<file path="config.mk">
export PLATFORM = sky130hd
export DESIGN_NAME = stack_machine_alu_top_flat
export DESIGN_NICKNAME = d
export VERILOG_FILES = /design/src/rtl/core/sma_pkg.sv /design/src/rtl/core/sma_if.sv /design/src/rtl/core/sma_ram.sv /design/src/rtl/core/sma_front.sv /design/src/rtl/core/sma_divider.sv /design/src/rtl/core/sma_back.sv /design/src/rtl/core/stack_machine_alu_top.sv /design/src/flat_wrapper.sv
export SDC_FILE = /design/constraint.sdc
export NUM_CORES = 2
export LEC_CHECK = 0
export BUFFER_PORTS_ARGS = -buffer_cell sky130_fd_sc_hd__buf_2
export CAP_MARGIN = 10
export CORE_MARGIN = 2
export CORE_UTILIZATION = 68
export CTS_BUF_LIST = sky130_fd_sc_hd__clkbuf_4
export CTS_CLUSTER_DIAMETER = 50
export DETAILED_ROUTE_END_ITERATION = 7
export PLACE_DENSITY = 0.91
export SETUP_SLACK_MARGIN = 0.1
export SLEW_MARGIN = 10
export SYNTH_ARGS = -nofsm -noshare
export SYNTH_HDL_FRONTEND = slang
export SYNTH_HIERARCHICAL = 1
export SYNTH_SLANG_ARGS = --single-unit
</file>
<file path="constraint.sdc">
create_clock -name clk_i -period 14.58 [get_ports clk_i]
set_clock_uncertainty 0.1 [all_clocks]
set_input_delay 0.729 -clock clk_i [delete_from_list [all_inputs] [get_ports clk_i]]
set_output_delay 0.729 -clock clk_i [all_outputs]
set_load 0.02 [all_outputs]
</file>
<file path="src/rtl/core/sma_pkg.sv">
// shared types and constants of the stack machine arithmetic unit
`default_nettype none
package sma_pkg;
  localparam int unsigned StackDepth = 32;
  localparam int unsigned MaxChars   = 32;
  localparam int unsigned QueueDepth = 2;

  typedef enum logic [3:0] {
    MODE_PUSH  = 4'd0,
    MODE_ADD   = 4'd1,
    MODE_SUB   = 4'd2,
    MODE_DIV   = 4'd3,
    MODE_MUL   = 4'd4,
    MODE_MOD   = 4'd5,
    MODE_PCHAR = 4'd6,
    MODE_PSTR  = 4'd7,
    MODE_ROTL  = 4'd8,
    MODE_ROTR  = 4'd9
  } mode_e;

  typedef enum logic [2:0] {
    ST_OK       = 3'd0,
    ST_SHORT    = 3'd1,
    ST_DIV_ZERO = 3'd2,
    ST_RANGE    = 3'd3,
    ST_FULL     = 3'd4
  } status_e;

  localparam logic [6:0] CharNewline = 7'd10;

  // classified operation handed from front to back
  typedef enum logic [2:0] {
    OP_NOP   = 3'd0,
    OP_PUSH  = 3'd1,
    OP_ARITH = 3'd2,
    OP_PCHAR = 3'd3,
    OP_PSTR  = 3'd4,
    OP_ROTL  = 3'd5,
    OP_ROTR  = 3'd6
  } op_e;

  typedef struct packed {
    op_e         op;
    logic [3:0]  mode;
    logic [31:0] push_value;
  } cmd_t;
endpackage
`default_nettype wire

</file>
<file path="src/rtl/core/sma_if.sv">
// valid/ready channel interfaces for input and result transactions
`default_nettype none
interface sma_in_if;
  logic        valid;
  logic        ready;
  logic [3:0]  mode;
  logic signed [31:0] push_value;
  modport source (output valid, mode, push_value, input ready);
  modport sink (input valid, mode, push_value, output ready);
endinterface

interface sma_out_if;
  logic       valid;
  logic       ready;
  logic [6:0] char_code;
  logic [2:0] status;
  logic       last;
  modport source (output valid, char_code, status, last, input ready);
  modport sink (input valid, char_code, status, last, output ready);
endinterface
`default_nettype wire

</file>
<file path="src/rtl/core/sma_ram.sv">
// generic single write port ram with one registered read port
`default_nettype none
module sma_ram #(
  parameter int unsigned Width = 32,
  parameter int unsigned Depth = 32
) (
  input  wire logic                     clk_i,
  input  wire logic                     we_i,
  input  wire logic [$clog2(Depth)-1:0] waddr_i,
  input  wire logic [Width-1:0]         wdata_i,
  input  wire logic [$clog2(Depth)-1:0] raddr_i,
  output logic      [Width-1:0]         rdata_o
);
  logic [Width-1:0] mem_q [Depth];
  always_ff @(posedge clk_i) begin
    if (we_i) begin
      mem_q[waddr_i] <= wdata_i;
    end
    rdata_o <= mem_q[raddr_i];
  end
endmodule
`default_nettype wire

</file>
<file path="src/rtl/core/sma_front.sv">
// front end: accepts transactions, classifies the mode and queues commands
`default_nettype none
module sma_front #(
  parameter int unsigned QDepth = sma_pkg::QueueDepth
) (
  input  wire logic    clk_i,
  input  wire logic    rst_ni,
  sma_in_if.sink       in_if,
  output logic         cmd_valid_o,
  output sma_pkg::cmd_t cmd_o,
  input  wire logic    cmd_ready_i
);
  localparam int unsigned PtrW = (QDepth > 1) ? $clog2(QDepth) : 1;

  sma_pkg::cmd_t   q_q [QDepth];
  logic [PtrW-1:0] wr_q, rd_q;
  logic [PtrW:0]   cnt_q;
  sma_pkg::cmd_t   cmd_new;
  logic            push, pop;

  always_comb begin
    cmd_new.mode       = in_if.mode;
    cmd_new.push_value = in_if.push_value;
    case (in_if.mode)
      sma_pkg::MODE_PUSH:  cmd_new.op = sma_pkg::OP_PUSH;
      sma_pkg::MODE_ADD, sma_pkg::MODE_SUB, sma_pkg::MODE_DIV,
      sma_pkg::MODE_MUL, sma_pkg::MODE_MOD: cmd_new.op = sma_pkg::OP_ARITH;
      sma_pkg::MODE_PCHAR: cmd_new.op = sma_pkg::OP_PCHAR;
      sma_pkg::MODE_PSTR:  cmd_new.op = sma_pkg::OP_PSTR;
      sma_pkg::MODE_ROTL:  cmd_new.op = sma_pkg::OP_ROTL;
      sma_pkg::MODE_ROTR:  cmd_new.op = sma_pkg::OP_ROTR;
      default:             cmd_new.op = sma_pkg::OP_NOP;
    endcase
  end

  assign in_if.ready = (cnt_q != (PtrW+1)'(QDepth));
  assign push        = in_if.valid && in_if.ready;
  assign cmd_valid_o = (cnt_q != '0);
  assign pop         = cmd_valid_o && cmd_ready_i;
  assign cmd_o       = q_q[rd_q];

  always_ff @(posedge clk_i) begin
    if (push) begin
      q_q[wr_q] <= cmd_new;
    end
  end

  always_ff @(posedge clk_i or negedge rst_ni) begin
    if (!rst_ni) begin
      wr_q  <= '0;
      rd_q  <= '0;
      cnt_q <= '0;
    end else begin
      if (push) begin
        wr_q <= (wr_q == PtrW'(QDepth - 1)) ? '0 : wr_q + 1'b1;
      end
      if (pop) begin
        rd_q <= (rd_q == PtrW'(QDepth - 1)) ? '0 : rd_q + 1'b1;
      end
      cnt_q <= cnt_q + (PtrW+1)'(push) - (PtrW+1)'(pop);
    end
  end
endmodule
`default_nettype wire

</file>
<file path="src/rtl/core/sma_divider.sv">
// radix-2 signed divider, one quotient bit per cycle, truncating toward zero
`default_nettype none
module sma_divider (
  input  wire logic        clk_i,
  input  wire logic        rst_ni,
  input  wire logic        start_i,
  input  wire logic [31:0] a_i,
  input  wire logic [31:0] b_i,
  output logic             done_o,
  output logic [31:0]      quot_o,
  output logic [31:0]      rem_o
);
  logic [31:0] ua, ub;
  logic [31:0] quo_q, div_q;
  logic [32:0] rem_q;
  logic [5:0]  cnt_q;
  logic        busy_q, nq_q, nr_q;
  logic [32:0] trial;

  assign ua    = a_i[31] ? (~a_i + 32'd1) : a_i;
  assign ub    = b_i[31] ? (~b_i + 32'd1) : b_i;
  assign trial = {rem_q[31:0], quo_q[31]} - {1'b0, div_q};

  always_ff @(posedge clk_i or negedge rst_ni) begin
    if (!rst_ni) begin
      busy_q <= 1'b0;
      done_o <= 1'b0;
      cnt_q  <= '0;
    end else begin
      done_o <= 1'b0;
      if (start_i) begin
        busy_q <= 1'b1;
        cnt_q  <= 6'd32;
      end else if (busy_q) begin
        cnt_q <= cnt_q - 6'd1;
        if (cnt_q == 6'd1) begin
          busy_q <= 1'b0;
          done_o <= 1'b1;
        end
      end
    end
  end

  always_ff @(posedge clk_i) begin
    if (start_i) begin
      quo_q <= ua;
      div_q <= ub;
      rem_q <= '0;
      nq_q  <= a_i[31] ^ b_i[31];
      nr_q  <= a_i[31];
    end else if (busy_q) begin
      if (!trial[32]) begin
        rem_q <= trial;
        quo_q <= {quo_q[30:0], 1'b1};
      end else begin
        rem_q <= {rem_q[31:0], quo_q[31]};
        quo_q <= {quo_q[30:0], 1'b0};
      end
    end
  end

  // the minimum over minus one case wraps naturally through negation
  assign quot_o = nq_q ? (~quo_q + 32'd1) : quo_q;
  assign rem_o  = nr_q ? (~rem_q[31:0] + 32'd1) : rem_q[31:0];
endmodule
`default_nettype wire

</file>
<file path="src/rtl/core/sma_back.sv">
// back end: stack ring in ram, executes commands and emits result transactions
`default_nettype none
module sma_back #(
  parameter int unsigned Depth = sma_pkg::StackDepth
) (
  input  wire logic     clk_i,
  input  wire logic     rst_ni,
  input  wire logic     cmd_valid_i,
  input  sma_pkg::cmd_t cmd_i,
  output logic          cmd_ready_o,
  sma_out_if.source     out_if
);
  localparam int unsigned AW = $clog2(Depth);
  localparam int unsigned CW = $clog2(Depth + 1);

  typedef enum logic [8:0] {
    S_IDLE  = 9'b000000001,
    S_RD1   = 9'b000000010,
    S_RD2   = 9'b000000100,
    S_EXEC  = 9'b000001000,
    S_DIV   = 9'b000010000,
    S_WB    = 9'b000100000,
    S_PRD   = 9'b001000000,
    S_PCHK  = 9'b010000000,
    S_EMIT  = 9'b100000000
  } state_e;

  state_e        st_q;
  sma_pkg::cmd_t cmd_q;
  logic [AW-1:0] bot_q;
  logic [CW-1:0] cnt_q;
  logic [31:0]   top_q, sec_q, res_q;
  logic [CW-1:0] walk_q;
  logic [5:0]    nch_q;

  logic          we;
  logic [AW-1:0] waddr, raddr;
  logic [31:0]   wdata, rdata;

  logic          ov_q;
  logic [6:0]    och_q;
  logic [2:0]    ost_q;
  logic          olast_q;
  logic          div_start, div_done;
  logic [31:0]   quot, rem;

  function automatic logic [AW-1:0] slot(input logic [AW-1:0] b, input logic [CW-1:0] i);
    logic [AW:0] s;
    s = {1'b0, b} + (AW+1)'(i);
    if (s >= (AW+1)'(Depth)) s = s - (AW+1)'(Depth);
    return s[AW-1:0];
  endfunction

  sma_ram #(.Width(32), .Depth(Depth)) u_ram (
    .clk_i, .we_i(we), .waddr_i(waddr), .wdata_i(wdata), .raddr_i(raddr), .rdata_o(rdata)
  );

  sma_divider u_div (
    .clk_i, .rst_ni, .start_i(div_start), .a_i(sec_q), .b_i(top_q),
    .done_o(div_done), .quot_o(quot), .rem_o(rem)
  );

  logic [AW-1:0] bot_dec, bot_inc;
  assign bot_dec = (bot_q == '0) ? AW'(Depth - 1) : bot_q - 1'b1;
  assign bot_inc = (bot_q == AW'(Depth - 1)) ? '0 : bot_q + 1'b1;

  logic out_free;
  assign out_free    = !ov_q || out_if.ready;
  assign cmd_ready_o = (st_q == S_IDLE) && out_free;
  assign out_if.valid     = ov_q;
  assign out_if.char_code = och_q;
  assign out_if.status    = ost_q;
  assign out_if.last      = olast_q;

  logic is_dm;
  assign is_dm = (cmd_q.mode == sma_pkg::MODE_DIV) || (cmd_q.mode == sma_pkg::MODE_MOD);
  assign div_start = (st_q == S_EXEC) && is_dm && (top_q != '0);

  logic pstr_ok;
  assign pstr_ok = !rdata[31] && (rdata > 32'd32) && (rdata <= 32'd126);

  // a new result transaction is loaded into the output register this cycle
  logic emit;
  always_comb begin
    emit = 1'b0;
    case (st_q)
      S_IDLE: begin
        if (cmd_valid_i && out_free) begin
          case (cmd_i.op)
            sma_pkg::OP_ARITH, sma_pkg::OP_ROTL, sma_pkg::OP_ROTR: emit = (cnt_q < CW'(2));
            sma_pkg::OP_PCHAR: emit = (cnt_q == '0);
            sma_pkg::OP_PSTR:  emit = 1'b0;
            default:           emit = 1'b1;
          endcase
        end
      end
      S_EXEC: emit = is_dm && (top_q == '0);
      S_WB, S_EMIT, S_PCHK: emit = out_free;
      default: emit = 1'b0;
    endcase
  end

  always_comb begin
    we    = 1'b0;
    waddr = slot(bot_q, cnt_q);
    wdata = cmd_i.push_value;
    raddr = slot(bot_q, cnt_q - 1'b1);
    case (st_q)
      S_IDLE: begin
        if (cmd_valid_i && out_free && cmd_i.op == sma_pkg::OP_PUSH
            && cnt_q != CW'(Depth)) begin
          we = 1'b1;
        end
        if (cmd_i.op == sma_pkg::OP_ROTR) raddr = bot_q;
      end
      S_RD1:  raddr = slot(bot_q, cnt_q - CW'(2));
      S_WB: begin
        we = 1'b1;
        case (cmd_q.op)
          sma_pkg::OP_ARITH: begin
            waddr = slot(bot_q, cnt_q - CW'(2));
            wdata = res_q;
          end
          sma_pkg::OP_ROTL: begin
            waddr = bot_dec;
            wdata = top_q;
          end
          default: begin
            waddr = slot(bot_inc, cnt_q - 1'b1);
            wdata = top_q;
          end
        endcase
      end
      S_PRD, S_PCHK: raddr = slot(bot_q, walk_q - 1'b1);
      default: ;
    endcase
  end

  always_ff @(posedge clk_i) begin
    if (st_q == S_IDLE && cmd_valid_i && out_free) cmd_q <= cmd_i;
    if (st_q == S_RD1) top_q <= rdata;
    if (st_q == S_RD2) sec_q <= rdata;
    if (st_q == S_EXEC) begin
      case (cmd_q.mode)
        sma_pkg::MODE_ADD: res_q <= sec_q + top_q;
        sma_pkg::MODE_SUB: res_q <= sec_q - top_q;
        default:           res_q <= sec_q * top_q;
      endcase
    end
    if (st_q == S_DIV && div_done) begin
      res_q <= (cmd_q.mode == sma_pkg::MODE_DIV) ? quot : rem;
    end
  end

  always_ff @(posedge clk_i or negedge rst_ni) begin
    if (!rst_ni) begin
      st_q    <= S_IDLE;
      bot_q   <= '0;
      cnt_q   <= '0;
      walk_q  <= '0;
      nch_q   <= '0;
      ov_q    <= 1'b0;
      och_q   <= '0;
      ost_q   <= '0;
      olast_q <= 1'b0;
    end else begin
      if (emit) ov_q <= 1'b1;
      else if (out_if.ready) ov_q <= 1'b0;
      case (st_q)
        S_IDLE: begin
          if (cmd_valid_i && out_free) begin
            case (cmd_i.op)
              sma_pkg::OP_PUSH: begin
                och_q <= '0; olast_q <= 1'b1;
                if (cnt_q == CW'(Depth)) ost_q <= sma_pkg::ST_FULL;
                else begin
                  ost_q <= sma_pkg::ST_OK;
                  cnt_q <= cnt_q + 1'b1;
                end
              end
              sma_pkg::OP_ARITH: begin
                if (cnt_q < CW'(2)) begin
                  och_q <= '0; olast_q <= 1'b1;
                  ost_q <= sma_pkg::ST_SHORT;
                end else st_q <= S_RD1;
              end
              sma_pkg::OP_PCHAR: begin
                if (cnt_q == '0) begin
                  och_q <= '0; olast_q <= 1'b1;
                  ost_q <= sma_pkg::ST_SHORT;
                end else st_q <= S_RD1;
              end
              sma_pkg::OP_PSTR: begin
                walk_q <= cnt_q;
                nch_q  <= '0;
                st_q   <= S_PRD;
              end
              sma_pkg::OP_ROTL, sma_pkg::OP_ROTR: begin
                if (cnt_q < CW'(2)) begin
                  och_q <= '0; olast_q <= 1'b1;
                  ost_q <= sma_pkg::ST_OK;
                end else st_q <= S_RD1;
              end
              default: begin
                och_q <= '0; olast_q <= 1'b1;
                ost_q <= sma_pkg::ST_OK;
              end
            endcase
          end
        end
        S_RD1: begin
          // top (or bottom for rotr) word now on the read port
          if (cmd_q.op == sma_pkg::OP_ARITH) st_q <= S_RD2;
          else if (cmd_q.op == sma_pkg::OP_PCHAR) st_q <= S_EMIT;
          else st_q <= S_WB;
        end
        S_RD2: st_q <= S_EXEC;
        S_EXEC: begin
          if (is_dm) begin
            if (top_q == '0) begin
              och_q <= '0; olast_q <= 1'b1;
              ost_q <= sma_pkg::ST_DIV_ZERO;
              st_q <= S_IDLE;
            end else st_q <= S_DIV;
          end else st_q <= S_WB;
        end
        S_DIV: if (div_done) st_q <= S_WB;
        S_WB: begin
          if (out_free) begin
            och_q <= '0; olast_q <= 1'b1;
            ost_q <= sma_pkg::ST_OK;
            case (cmd_q.op)
              sma_pkg::OP_ARITH: cnt_q <= cnt_q - 1'b1;
              sma_pkg::OP_ROTL:  bot_q <= bot_dec;
              default:           bot_q <= bot_inc;
            endcase
            st_q <= S_IDLE;
          end
        end
        S_EMIT: begin
          // pchar: top_q holds the top entry
          if (out_free) begin
            if (top_q[31] || top_q == '0 || top_q > 32'd126) begin
              och_q <= '0; ost_q <= sma_pkg::ST_RANGE; olast_q <= 1'b1;
              st_q <= S_IDLE;
            end else if (nch_q == '0) begin
              och_q <= top_q[6:0]; ost_q <= sma_pkg::ST_OK; olast_q <= 1'b0;
              nch_q <= 6'd1;
            end else begin
              och_q <= sma_pkg::CharNewline; ost_q <= sma_pkg::ST_OK; olast_q <= 1'b1;
              nch_q <= '0;
              st_q <= S_IDLE;
            end
          end
        end
        S_PRD: st_q <= S_PCHK;
        S_PCHK: begin
          // one character per visit, read of next entry issued on return
          if (out_free) begin
            ost_q <= sma_pkg::ST_OK;
            if (walk_q != '0 && nch_q != 6'(sma_pkg::MaxChars) && pstr_ok) begin
              och_q <= rdata[6:0]; olast_q <= 1'b0;
              walk_q <= walk_q - 1'b1;
              nch_q <= nch_q + 1'b1;
              st_q <= S_PRD;
            end else begin
              och_q <= sma_pkg::CharNewline; olast_q <= 1'b1;
              nch_q <= '0;
              st_q <= S_IDLE;
            end
          end
        end
        default: st_q <= S_IDLE;
      endcase
    end
  end
endmodule
`default_nettype wire

</file>
<file path="src/rtl/core/stack_machine_alu_top.sv">
// stack machine arithmetic unit: front queue, stack executor, serial divider
// div and mod run through the 32-step serial divider
// pstr: reads each emitted character over the single ram read port, up to 33 results
// throughput: one transaction at a time in the executor, a 2-entry queue decouples input
// reset: asynchronous active low, empties the stack; ram contents are not cleared
`default_nettype none
module stack_machine_alu_top #(
  parameter int unsigned STACK_DEPTH = sma_pkg::StackDepth
) (
  input wire logic clk_i,
  input wire logic rst_ni,
  sma_in_if.sink   in_if,
  sma_out_if.source out_if
);
  logic          cmd_valid, cmd_ready;
  sma_pkg::cmd_t cmd;

  sma_front u_front (
    .clk_i, .rst_ni, .in_if(in_if),
    .cmd_valid_o(cmd_valid), .cmd_o(cmd), .cmd_ready_i(cmd_ready)
  );

  sma_back #(.Depth(STACK_DEPTH)) u_back (
    .clk_i, .rst_ni, .cmd_valid_i(cmd_valid), .cmd_i(cmd),
    .cmd_ready_o(cmd_ready), .out_if(out_if)
  );
endmodule
`default_nettype wire

</file>
<file path="src/flat_wrapper.sv">
// flat-port wrapper written by rule: the top's interface ports become plain ports
module stack_machine_alu_top_flat 
#(
  parameter int unsigned STACK_DEPTH = sma_pkg::StackDepth
)
  (clk_i, rst_ni, in_if_valid, in_if_mode, in_if_push_value, in_if_ready, out_if_valid, out_if_char_code, out_if_status, out_if_last, out_if_ready);
  sma_in_if in_if_i ();
  sma_out_if out_if_i ();
  input wire logic clk_i;
  input wire logic rst_ni;
  input wire logic [$bits(in_if_i.valid)-1:0] in_if_valid;
  input wire logic [$bits(in_if_i.mode)-1:0] in_if_mode;
  input wire logic [$bits(in_if_i.push_value)-1:0] in_if_push_value;
  output wire logic [$bits(in_if_i.ready)-1:0] in_if_ready;
  output wire logic [$bits(out_if_i.valid)-1:0] out_if_valid;
  output wire logic [$bits(out_if_i.char_code)-1:0] out_if_char_code;
  output wire logic [$bits(out_if_i.status)-1:0] out_if_status;
  output wire logic [$bits(out_if_i.last)-1:0] out_if_last;
  input wire logic [$bits(out_if_i.ready)-1:0] out_if_ready;
  assign in_if_i.valid = in_if_valid;
  assign in_if_i.mode = in_if_mode;
  assign in_if_i.push_value = in_if_push_value;
  assign in_if_ready = in_if_i.ready;
  assign out_if_valid = out_if_i.valid;
  assign out_if_char_code = out_if_i.char_code;
  assign out_if_status = out_if_i.status;
  assign out_if_last = out_if_i.last;
  assign out_if_i.ready = out_if_ready;
  stack_machine_alu_top #(.STACK_DEPTH(STACK_DEPTH)) u_core (.clk_i(clk_i), .rst_ni(rst_ni), .in_if(in_if_i), .out_if(out_if_i));
endmodule
</file>
# Word level (Yosys, flattened, before mapping)
# Memories as Yosys holds them, arrays and structs flattened. A register that Yosys moved wholly into a read port is not among the register bits.
# Index checks and enable logic that the tools add are counted.
dict set report word_totals {
  reg_bits 257
  ram_bits 1102
  mem_bits_ro 48
  out_inout_bits 13
  elab_cells 294
  memories 3
}
dict set report op_classes {
  addsub 29
  multipliers 1
  n_lt_le_gt_ge 9
  n_eq_ne 51
  n_mux 120
  n_bitwise 6
  n_reduce_logical 49
}
# memory depth width rd rd_clocked_by_memory_dff wr line
set memory_table {}
lappend memory_table {u_core.u_back.u_ram.mem_q 32 32 1 1 1 sma_ram.sv:14} ;# logic [Width-1:0] mem_q [Depth];
lappend memory_table {u_core.u_front.q_q 2 39 1 0 1 sma_front.sv:15} ;# sma_pkg::cmd_t q_q [QDepth];
lappend memory_table {{(no name shown)} 16 3 1 0 0 sma_front.sv:24} ;# case (in_if.mode)
# op count
set ops {}
lappend ops {{32-bit two-way mux} 11}
lappend ops {{32-bit by 1-bit adder with 32-bit output, second input constant} 4}
lappend ops {{32-bit inverter} 4}
lappend ops {{9-bit two-way mux} 12}
lappend ops {{6-bit two-way mux} 17}
lappend ops {{7-bit two-way mux} 12}
lappend ops {{9-bit one-hot mux with 9 select lines} 1}
lappend ops {{32-bit one-hot mux with 2 select lines} 1}
lappend ops {{5-bit two-way mux} 10}
lappend ops {{7-bit one-hot mux with 5 select lines} 1}
lappend ops {{33-bit by 32-bit subtractor with 33-bit output} 1}
lappend ops {{32-bit adder} 1}
lappend ops {{32-bit by 6-bit > comparator with 1-bit output, second input constant} 1}
lappend ops {{32-bit by 7-bit > comparator with 1-bit output, second input constant} 1}
lappend ops {{32-bit by 7-bit less-or-equal comparator with 1-bit output, second input constant} 1}
lappend ops {{32-bit logical NOT} 1}
lappend ops {{32-bit by 32-bit multiplier with 32-bit output} 1}
lappend ops {{32-bit nonzero test} 1}
lappend ops {{32-bit subtractor} 1}
lappend ops {{31-bit two-way mux} 1}
lappend ops {{5-bit by 6-bit adder with 6-bit output} 5}
lappend ops {{6-bit >= comparator, second input constant} 5}
lappend ops {{5-bit by 1-bit subtractor with 5-bit output, second input constant} 6}
lappend ops {{1-bit two-way mux} 29}
lappend ops {{64 further kinds} 137}

# Depth between registers and ports, before layout
dict set report logic_depth {
  depth_word 9
  ltp_mapped 29
  mapped_depth_nobuf 27
}

# By module
# Netlist, hierarchy kept.
# mod instances cells_each area_per_inst_um2 seq_area_each_um2
set by_module_without_submodules {}
lappend by_module_without_submodules {sma_ram 1 2260 40492.6 31390.1}
lappend by_module_without_submodules {sma_back 1 2999 26794.4 4195.3}
lappend by_module_without_submodules {sma_divider 1 974 8429.3 2822.7}
lappend by_module_without_submodules {sma_front 1 151 3074.2 2442.3}

# Worst setup path before layout
# Ideal clock, no wire load.
dict set report synth_timing {
  path_type {flip-flop to flip-flop}
  startpoint {reg u_core.u_back.top_q[3]}
  endpoint {reg u_core.u_back.res_q[31], data pin}
  setup_time_ns 0.152
  t_arrival_ns 7.271
  setup_slack_ns 7.057
  stages_incl_launch_ff 29
  path_buffers 3
  synth_period_minus_slack_ns 7.523
  path_cell_list {edfxtp_1 -> clkbuf_1 -> clkbuf_1 -> clkbuf_1 -> and2_1 -> fa_1 -> inv_1 -> fa_1 -> fa_1 -> fa_1 -> inv_1 -> fa_1 -> inv_1 -> fa_1 -> inv_1 -> fa_1 -> inv_1 -> fa_1 -> inv_1 -> ha_1 -> a21oi_1 -> o21ai_0 -> a21oi_1 -> nand2_1 -> a21o_1 -> a211oi_1 -> nor3_1 -> or3b_2 -> a31oi_1}
}
dict set report synth_between {
  elab_chain_len 4
}
# element line
set synth_lines {}
lappend synth_lines {{start, declared} sma_back.sv:32} ;# logic [31:0] top_q, sec_q, res_q;
lappend synth_lines {{start signal, assigned} sma_back.sv:141} ;# if (st_q == S_RD1) top_q <= rdata;
lappend synth_lines {{32-bit by 32-bit multiplier with 32-bit output (tied with other cells)} sma_back.sv:147} ;# default: res_q <= sec_q * top_q;
lappend synth_lines {{32-bit one-hot mux with 2 select lines (*)} sma_back.sv:144} ;# case (cmd_q.mode)
lappend synth_lines {{32-bit two-way mux (*)} sma_back.sv:143} ;# if (st_q == S_EXEC) begin
lappend synth_lines {{32-bit two-way mux (*)} sma_back.sv:150} ;# if (st_q == S_DIV && div_done) begin
lappend synth_lines {{end signal, assigned} sma_back.sv:145} ;# sma_pkg::MODE_ADD: res_q <= sec_q + top_q;
lappend synth_lines {{end signal, assigned} sma_back.sv:147}
lappend synth_lines {{end signal, assigned} sma_back.sv:151} ;# res_q <= (cmd_q.mode == sma_pkg::MODE_DIV) ? quot : rem;
lappend synth_lines {{end, declared} sma_back.sv:32}
# Every way passes the cells marked *; elsewhere a longest branch is shown, timed or not. The select of a mux whose other input is x is not followed.
# A chain may end at the register's enable or synchronous reset.

# Worst setup path in the final report
dict set report layout_timing {
  startpoint {reg u_core.u_back.top_q[6]}
  endpoint {reg u_core.u_back.res_q[28], data pin}
}
# Same word-level chain as after synthesis.

==> key figures <==
Outcome
  • Status: finished, violations left
  • Failing checks: DRC

Placed design
  • Dpl hpwl: between 100000 and 150000 um
  • Worst Setup Slack post-DPL: between 6 and 7 ns
  • Buffers on Ports: 52
  • Routability Congestion: between 1 and 1.5

Synth
  • Synthesized cell area: around 0.079 mm2
  • Mapped Nets: 7065
  • Synthesized instance count: between 6000 and 7000
  • Synth Warn #: 6
  • Avg Inst Size Synth: about 12 um2
  • Fraction of registers with async set/reset: approximately 4.0%
  • Synth Flop Type: edfxtp_1
  • Library cells used by synthesis: 93
  • Synth Register Bits: approximately 1400
  • Register area share after synthesis: about half
  • Post-synth EDFFs: between 1000 and 1500

Worst setup path
  • Crit path buf inv count: 5
  • Crit Path Class: register to register
  • Crit Path Max Fanout: 18
  • Reg-to-reg setup timing slack: about 6.6 ns
  • Reg2reg start: u_core/u_back/top_q[6]$_DFFE_PP_
  • Capture point of the worst reg-to-reg path: u_core/u_back/res_q[28]$_DFFE_PP_
  • CP Cell Sequence: buf_4, and2_1, fa_1, fa_1, fa_1, inv_1, fa_1, inv_1, fa_1, fa_1, fa_1, inv_1, fa_1, inv_1, ha_1, and4_1, a221oi_1, nor2b_1, a21o_1, nor4_1, or3_1, a211oi_1, a211o_1
  • Critical Path End: u_core/u_back/res_q[28]$_DFFE_PP_
  • CP peak stage delay: between 0.7 and 0.8 ns
  • Worst Setup Start Kind: register
  • CP startpoint: u_core/u_back/top_q[6]$_DFFE_PP_
  • FF-to-FF path depth: 23
  • Slowest CP cell: edfxtp_1
  • WP data arrival: between 8 and 9 ns
  • Crit end category: register
  • CP Depth: 23
  • Most used cell along the critical path: fa_1
  • Delay-heaviest family, CP: adder cells
  • Crit path required time: approximately 15 ns

Die
  • Initial core utilization: roughly 69%
  • # IOs: between 50 and 60
  • Die height: between 300 and 400 um
  • Core area: between 0.1 and 0.15 mm2
  • Number of placement rows: 124
  • Die area: 0.1186 mm2
  • Die X: 344.4 um

Clocking
  • CTS max path bufs: 4
  • Setup Fix Bufs, Post-CTS: 0
  • # resized after CTS: 0
  • CTS buffer count: approximately 350
  • Hold Buf Count CTS: between 40 and 50
  • CTS sink count: 1391
  • Max H-tree Level: 5
  • Worst-skew pair later-pin latency: approximately 1.3 ns
  • Clock-pin slew on the worst setup and hold paths: roughly 0.07 ns
  • Root Buffer: clkbuf_4
  • CTS tree: done

Global routing
  • Total gr overflow: 0
  • Pin count of the biggest net entering global routing: 129
  • Initial antenna violation count: 15
  • Vias in the first global route: just under 60000
  • First-pass GRT wire length: between 300000 and 400000 um
  • GRT Util Overall: between 30 and 40%

Hold path
  • WHS Path Cells: 2
  • Hold Crit Class: primary input to register
  • Critical hold path startpoint: in_if_push_value[5]

Run
  • Max-Cap Viols: 0

STA
  • Fin Setup TNS: 0 ns
  • Crit path time final: roughly 8.0 ns
  • Tightest Pin Transition: roughly 1.3 ns
  • Setup slack after layout: about 6.6 ns
  • Endpoints failing hold: 0
  • Max_slew headroom: ~8.5%
  • Period utilisation layout: 55.02%
  • RSZ-0062 raised after global routing: false
  • Setup violations, final: 0
  • Count of final max-slew check failures: 0
  • Max Clock Freq: roughly 120 MHz

Detailed routing
  • WL/cell: approximately 28 um
  • Initial drt markers: around 8600
  • First-pass DRT Iterations: 8
  • Vias: between 50000 and 60000
  • Antenna viol nets, final: 0
  • Post-route DRC: 7
  • Vias per inst: about 6.7
  • Final WL: around 230000 um

Finish
  • Layout cells sized above 1: 12.99%
  • Fin util: around 75%
  • P&R area growth vs syn: 8.840%
  • Nets: ~7300
-- worst min-delay path by stage --
stage | slack (ns) | end
4_1_cts | 0.02 | u_core/u_front/q_q[0][22]$_DFFE_PP_
2_1_floorplan | 0.33 | u_core/u_back/bot_q[0]$_DFFE_PN0P_
5_1_grt | 0.05 | u_core/u_front/q_q[0][22]$_DFFE_PP_
6_report | 0.08 | u_core/u_front/q_q[1][5]$_DFFE_PP_
3_3_place_gp | 0.34 | u_core/u_back/top_q[21]$_DFFE_PP_
3_5_place_dp | 0.37 | u_core/u_back/top_q[21]$_DFFE_PP_
-- metrics by stage --
stage / hold slack (ns) / area, um2 / std cells
final: 0.07971 / 85760 / 8407
after global routing: 0.04579 / 85750 / 8403
after CTS: 0.01543 / 85610 / 8391
after detailed placement: 0.3656 / 80910 / 7758
after global placement: 0.3445 / 80910 / 7758
after floorplan: 0.3259 / 78790 / 6384
-- state kept, by name, summed over array words and instances (netlist names), 9 cells and up --
signal / cells
u_core/u_back/u_div/quo_q: 32
u_core/u_back/u_div/div_q: 32
u_core/u_back/u_ram/rdata_o: 32
u_core/u_back/sec_q: 32
u_core/u_back/st_q: 9
u_core/u_back/res_q: 32
u_core/u_back/u_div/rem_q: 32
u_core/u_back/top_q: 32
u_core/u_back/u_ram/mem_q: 1024
u_core/u_front/q_q: 78
-- per-layer routing --
| metal | up-vias | wire length, um | GRT usage (%) |
|---|---|---|---|
| li1 | 23393 | - | - |
| met4 | 12 | 19630 | 28.30 |
| met5 | - | 80 | 0 |
| met2 | 4721 | 107100 | 61.94 |
| met3 | 1280 | 31920 | 11.51 |
| met1 | 27057 | 75950 | 47.87 |
-- cells by family (layout without fill, tap and decap cells) --
| logic type | after synthesis | after routing | synth area share (%) |
|---|---|---|---|
| AND/OR/NAND/NOR | 1565 | 1565 | 9.763 |
| flip-flops | 1391 | 1391 | 51.85 |
| AO/OA/AOI/OAI | 963 | 963 | 8.054 |
| buffers and inverters | 876 | 1373 | 4.580 |
| adder cells (fa/ha/maj) | 641 | 641 | 14.13 |
| multiplexers | 623 | 623 | 7.992 |
| XOR/XNOR | 325 | 325 | 3.630 |
| other | 0 | 14 | 0 |
-- synthesized netlist by cell type, types with 14 or more instances --
cell	n	area, um2
a21oi_1	267	1336
xnor2_1	230	2014
nor4_1	24	150.1
fa_1	415	8308
and3_1	29	181.4
mux2_2	49	551.8
a31oi_1	67	419.2
clkbuf_1	223	837.1
edfxtp_1	1271	38170
a211oi_1	60	450.4
o31ai_1	49	367.9
nor2_1	242	908.4
dfrtp_1	55	1376
dfxtp_1	64	1281
nand2b_1	30	187.7
ha_1	226	2828
o41ai_1	26	227.7
nor2b_1	26	162.7
or2_2	18	112.6
nor3_1	85	425.4
or4_1	21	157.7
or3_1	21	131.4
o211ai_1	15	112.6
o21a_1	14	105.1
xor2_1	94	823.3
nand4_1	14	87.58
nand2_1	543	2038
and2_1	318	1989
nand3_1	150	750.7
o21ai_0	154	770.7
inv_1	548	2057
buf_2	37	185.2
a22oi_1	97	728.2
buf_4	36	270.3
a21o_1	39	292.8
mux2i_1	574	5746
a22o_1	70	613.1
buf_6	16	180.2
-- layout make-up --
type | count | area [um2]
clock buffers | 502 | 3769
multi-input cells | 4117 | 34850
well taps | 1512 | 1892
clock inverters | 82 | 436.7
inverters | 548 | 2057
diodes | 14 | 35.03
flip-flops and latches | 1391 | 40850
fillers | 6747 | 28900
repair buffers | 241 | 1864
-- cells in the final DEF (no fill, tap or decap), types with 226 or more instances in the layout --
cell type / netlist / routed
mux2i_1: 574 / 574
clkbuf_4: 3 / 502
fa_1: 415 / 415
nand2_1: 543 / 543
inv_1: 548 / 548
xnor2_1: 230 / 229
and2_1: 318 / 316
edfxtp_1: 1271 / 1271
ha_1: 226 / 226
a21oi_1: 267 / 267
Power is left out: the tool's default activity adds up to more than one toggle a clock period on the data nets, which glitch-free logic cannot reach.
